`config.mk`:
```
export PLATFORM = sky130hd
export DESIGN_NAME = ams_axis
export DESIGN_NICKNAME = d
export VERILOG_FILES = /design/src/ams_pkg.sv /design/src/ams_axis.sv
export SDC_FILE = /design/constraint.sdc
export NUM_CORES = 2
export LEC_CHECK = 0
export BUFFER_PORTS_ARGS = -buffer_cell sky130_fd_sc_hd__buf_4
export CAP_MARGIN = 20
export CORE_ASPECT_RATIO = 1.2
export CORE_MARGIN = 10
export CORE_UTILIZATION = 30
export DETAILED_ROUTE_END_ITERATION = 7
export PLACE_DENSITY = 0.46
export RECOVER_POWER = 100
export REMOVE_ABC_BUFFERS = 1
export SYNTH_ARGS = -nofsm -noshare
export SYNTH_HDL_FRONTEND = slang
export SYNTH_SLANG_ARGS = --single-unit
```
`constraint.sdc`:
```
create_clock -name i_clk -period 11.1 [get_ports i_clk]
set_input_delay 2.22 -clock i_clk [delete_from_list [all_inputs] [get_ports i_clk]]
set_output_delay 2.22 -clock i_clk [all_outputs]
set_load 0.05 [all_outputs]
```
`src/ams_pkg.sv`:
```
// Shared types and constants for the affine mask sampler.
package ams_pkg;

    localparam int COEF_W     = 24;
    localparam int OFF_W      = 32;
    localparam int DIM_W      = 13;
    localparam int PIX_W      = 12;
    localparam int BYTE_W     = 8;
    localparam int UX_W       = PIX_W + 1;
    localparam int PROD_W     = COEF_W + UX_W + 1;
    localparam int SUM_W      = PROD_W + 1;
    localparam int FLOOR_SH   = 17;
    localparam int INT_W      = SUM_W - FLOOR_SH;
    localparam int CFG_IDX_W  = 3;
    localparam int CFG_DATA_W = 32;
    localparam int ADDR_W     = 2 * BYTE_W;

    localparam logic FUNC_WRITE  = 1'b0;
    localparam logic FUNC_SAMPLE = 1'b1;

    localparam logic [CFG_IDX_W-1:0] CFG_COEF_XX  = 3'd0;
    localparam logic [CFG_IDX_W-1:0] CFG_COEF_XY  = 3'd1;
    localparam logic [CFG_IDX_W-1:0] CFG_COEF_YX  = 3'd2;
    localparam logic [CFG_IDX_W-1:0] CFG_COEF_YY  = 3'd3;
    localparam logic [CFG_IDX_W-1:0] CFG_OFFSET_X = 3'd4;
    localparam logic [CFG_IDX_W-1:0] CFG_OFFSET_Y = 3'd5;
    localparam logic [CFG_IDX_W-1:0] CFG_TARGET_W = 3'd6;
    localparam logic [CFG_IDX_W-1:0] CFG_TARGET_H = 3'd7;

    localparam logic signed [COEF_W-1:0] COEF_ONE = 24'sd65536;

    typedef logic signed [COEF_W-1:0] t_coef;
    typedef logic signed [OFF_W-1:0]  t_off;

    typedef struct packed {
        logic              hit;
        logic [BYTE_W-1:0] idx;
    } t_axis_res;

endpackage

```
`src/ams_axis.sv`:
```
// One document axis: two products, sum with offset, range check and floor.
module ams_axis #(
    parameter int LIMIT = 256
) (
    input  logic                  i_clk,
    input  logic [ams_pkg::UX_W-1:0] i_ux,
    input  logic [ams_pkg::UX_W-1:0] i_uy,
    input  ams_pkg::t_coef         i_coef_a,
    input  ams_pkg::t_coef         i_coef_b,
    input  ams_pkg::t_off          i_offset,
    output ams_pkg::t_axis_res     o_res
);
    import ams_pkg::*;

    localparam logic [INT_W-1:0] LIM = INT_W'(LIMIT);

    logic signed [UX_W:0]     ux_s;
    logic signed [UX_W:0]     uy_s;
    logic signed [PROD_W-1:0] n_pa;
    logic signed [PROD_W-1:0] n_pb;
    logic signed [PROD_W-1:0] r_pa;
    logic signed [PROD_W-1:0] r_pb;
    logic signed [OFF_W:0]    off2;
    logic signed [SUM_W-1:0]  n_sum;
    logic signed [SUM_W-1:0]  r_sum;
    t_axis_res                n_res;
    t_axis_res                r_res;

    assign ux_s = $signed({1'b0, i_ux});
    assign uy_s = $signed({1'b0, i_uy});
    assign n_pa = PROD_W'(i_coef_a) * PROD_W'(ux_s);
    assign n_pb = PROD_W'(i_coef_b) * PROD_W'(uy_s);
    assign off2 = $signed({i_offset, 1'b0});

    assign n_sum = SUM_W'(r_pa) + SUM_W'(r_pb) + SUM_W'(off2);

    always_comb begin
        n_res.hit = !r_sum[SUM_W-1] && (r_sum[SUM_W-1:FLOOR_SH] < LIM);
        n_res.idx = r_sum[FLOOR_SH+BYTE_W-1:FLOOR_SH];
    end

    always_ff @(posedge i_clk) begin
        r_pa  <= n_pa;
        r_pb  <= n_pb;
        r_sum <= n_sum;
        r_res <= n_res;
    end

    assign o_res = r_res;

endmodule

```
==> results.sh <==
export IMPL_vias=18000
export IMPL_first_pass_iters=5
export IMPL_die_y_um=345
export IMPL_finalCriticalPeriod_ns=8.72
export IMPL_cp_arrival_ns=8.97
export IMPL_max_stage_delay_ns=0.86
export IMPL_drc=0
export IMPL_drtIter0Drc=637
export IMPL_cp_common_cell="fa_1"
export IMPL_grt_usage_pct=13.5
export IMPL_clock_path_buffers=2
export IMPL_die_w_um=291
export IMPL_status="complete, no violations"
export IMPL_ctsRootBufferMaster="clkbuf_16"
export IMPL_pre_cts_slack_ns=2.61
export IMPL_port_buffers=115
export IMPL_cp_required_ns=11.35
export IMPL_wire_per_inst_um=16.1
export IMPL_worst_path_max_fanout=24
export IMPL_synth_avg_cell_area_um2=9.27
export IMPL_nFillCells=9256
export IMPL_slew_headroom_pct=19.3
export IMPL_routabilityCongestion=0.760
export IMPL_maxCapViolCount=0
export IMPL_h_tree_depth=3
export IMPL_synthCells=2849
export IMPL_worst_slew_pin_slew_ns=1.21
export IMPL_multiInputGateArea_mm2=0.0213
export IMPL_ys_types=52
export IMPL_skew_ns=0.0125
export IMPL_cts_setup_buffers=0
export IMPL_min_period_over_period_pct=78.6
export IMPL_setup_tns_ns=0
export IMPL_ios=116
export IMPL_synth_flop_cell="dfxtp_1"
export IMPL_nets=3809
export IMPL_synth_edf_count=0
export IMPL_initial_core_util_pct=30.2
export IMPL_finalMaxSlewViolations=0
export IMPL_end_kind="flop"
export IMPL_top_layer="met5"
export IMPL_clk_pin_slew_ns=0.08
export IMPL_critPathSlowestCell="clkbuf_1"
export IMPL_dieArea_mm2=0.100
export IMPL_netlist_area_mm2=0.0264
export IMPL_grt_max_degree=25
export IMPL_holdBufCountCts=0
export IMPL_drive_gt1_share_pct=4.21
export IMPL_area_growth_synth_to_final_pct=8.01
export IMPL_rsz0062_at_grt="false"
export IMPL_worstSetupPathType="in2reg"
export IMPL_setup_viol=0
export IMPL_cts_buffers=9
export IMPL_routed_wl_mm=64.9
export IMPL_hp_class="reg2reg"
export IMPL_synth_seq_cells=107
export IMPL_hpwl_mm=54.1
export IMPL_hold_viol_final=0
export IMPL_clock_latency_ns=0.37
export IMPL_detail_route_antenna_nets=0
export IMPL_cts_resized_gates=0
export IMPL_ys_async_sr_fraction_pct=0
export IMPL_grt_pass1_wl_mm=109
export IMPL_dp_cells=4007
export IMPL_grt_ovfl_total=0
export IMPL_wl_met2_mm=34.9
export IMPL_grt_pass1_vias=20700
export IMPL_worst_setup_path_start_kind="primary input"
export IMPL_yosysSeqAreaShare_pct=8.11
export IMPL_via_per_inst=4.47
export IMPL_rows=119
export IMPL_crit_chain="clkbuf_1, nand2_1, fa_1, fa_1, inv_1, fa_1, fa_1, fa_1, inv_1, fa_1, inv_1, ha_1, nand4_1, nor2_1, a32o_1, a21oi_1, a31oi_1, a21o_1, nor4_1, a21oi_1, xor2_1"
export IMPL_finalNonFillerCells=4025
export IMPL_cts_sinks=107
export IMPL_met1_length_mm=27.4
export IMPL_max_freq_ghz=0.115
export IMPL_antenna_found_initial=2
export IMPL_fin_ws_ns=2.38
export IMPL_yosys_warnings=0
export IMPL_core_area_mm2=0.0875
export IMPL_cts_tree="done"
export IMPL_dr_wl_met3_mm=1.99
export IMPL_regArea_mm2=0.00214
==> cells in the mapped netlist (10+ instances only) <==
cell / instances / area, um^2
a211oi_1: 10 / 75.1
nor3_1: 13 / 65.1
nand3_1: 14 / 70.1
a21o_1: 28 / 210
xnor2_1: 76 / 666
ha_1: 216 / 2700
fa_1: 617 / 12400
o21a_1: 17 / 128
and2_1: 305 / 1910
a21oi_1: 90 / 450
o21ai_0: 35 / 175
dfxtp_1: 107 / 2140
o21bai_1: 17 / 128
clkbuf_1: 106 / 398
xor2_1: 22 / 193
inv_1: 683 / 2560
nor2_1: 49 / 184
nand2_1: 361 / 1360
==> logic make-up (layout without fill, tap and decap cells) <==
logic type | Yosys count | count (layout) | share of synthesized area [%]
flip-flops | 107 | 107 | 8.11
buffers and inverters | 789 | 814 | 11.2
AND/OR/NAND/NOR | 784 | 784 | 14.6
other | 0 | 2 | 0
XOR/XNOR | 98 | 98 | 3.25
AO/OA/AOI/OAI | 238 | 238 | 5.79
adder cells (fa/ha/maj) | 833 | 833 | 57.0
==> final cells by class <==
type                       instances  area share [%]
clock inverter                     7           0.241
inverter                         683            8.99
multi-input combinational       1953            74.6
timing repair buffer             115            2.83
tap                             1149            5.04
clock buffer                       9           0.790
antenna                            2          0.0175
sequential                       107            7.51
==> cells in the final DEF, fill, tap and decap left out, types with 2 or more instances in the layout <==
cell,count
inv_1,683
fa_1,617
nand2_1,361
and2_1,289
ha_1,216
dfxtp_1,107
buf_4,100
a21oi_1,90
xnor2_1,76
nor2_1,49
o21ai_0,42
a21o_1,28
xor2_1,22
o21bai_1,17
o21a_1,17
and2_0,16
clkbuf_1,15
nor3_1,14
nand3_1,14
a211oi_1,10
clkbuf_16,9
nand4_1,8
nor2b_1,8
nor4_1,6
nand2b_1,6
a31oi_1,5
and3_1,4
o31a_1,4
o211ai_1,4
o31ai_1,4
a211o_1,3
or3_1,3
inv_6,3
diode_2,2
a41oi_1,2
clkinvlp_4,2
==> through the flow <==
stage	utilization, %	area, um^2	hold slack (ns)
3_3_place_gp	32.3	28300	0.314
2_1_floorplan	-	26000	0.310
6_report	32.6	28500	0.329
5_1_grt	32.6	28500	0.337
3_5_place_dp	32.3	28300	0.319
4_1_cts	32.7	28600	0.331
==> critical path, delay by kind of cell <==
| family | cells | cell delay, ns |
|---|---|---|
| xor gates and xnor gates | 1 | 0.15 |
| adders and majority gates | 7 | 3.64 |
| AOI/OAI and AO/OA | 5 | 1.06 |
| buffers and inverters | 4 | 1.15 |
| and+or+nand+nor | 4 | 0.72 |
==> metal layers <==
layer  up-vias  track usage [%]
met3        43             1.88
met5         -                0
met2       207             25.5
li1       8423                -
met4         4             1.37
met1      9334             16.4
==> flip-flops by register name (all words and copies together) (netlist names) <==
name / flops
o_res: 9
r_pa: 38
r_pb: 38
r_sum: 22
==> path summary, 6_finish.rpt <==
path,slack [ns],start,to,cells past startpoint
setup reg to reg,7.16,r_pa[2],r_sum[31],12
setup / recovery,2.38,i_uy[2],r_pb[36],21
hold reg to reg,0.33,r_sum[19],o_res[2],0
hold / removal,0.33,r_sum[19],o_res[2],0
Power is not shown: default switching activity piles up to over one toggle a cycle in this logic, so the estimate is an artifact.
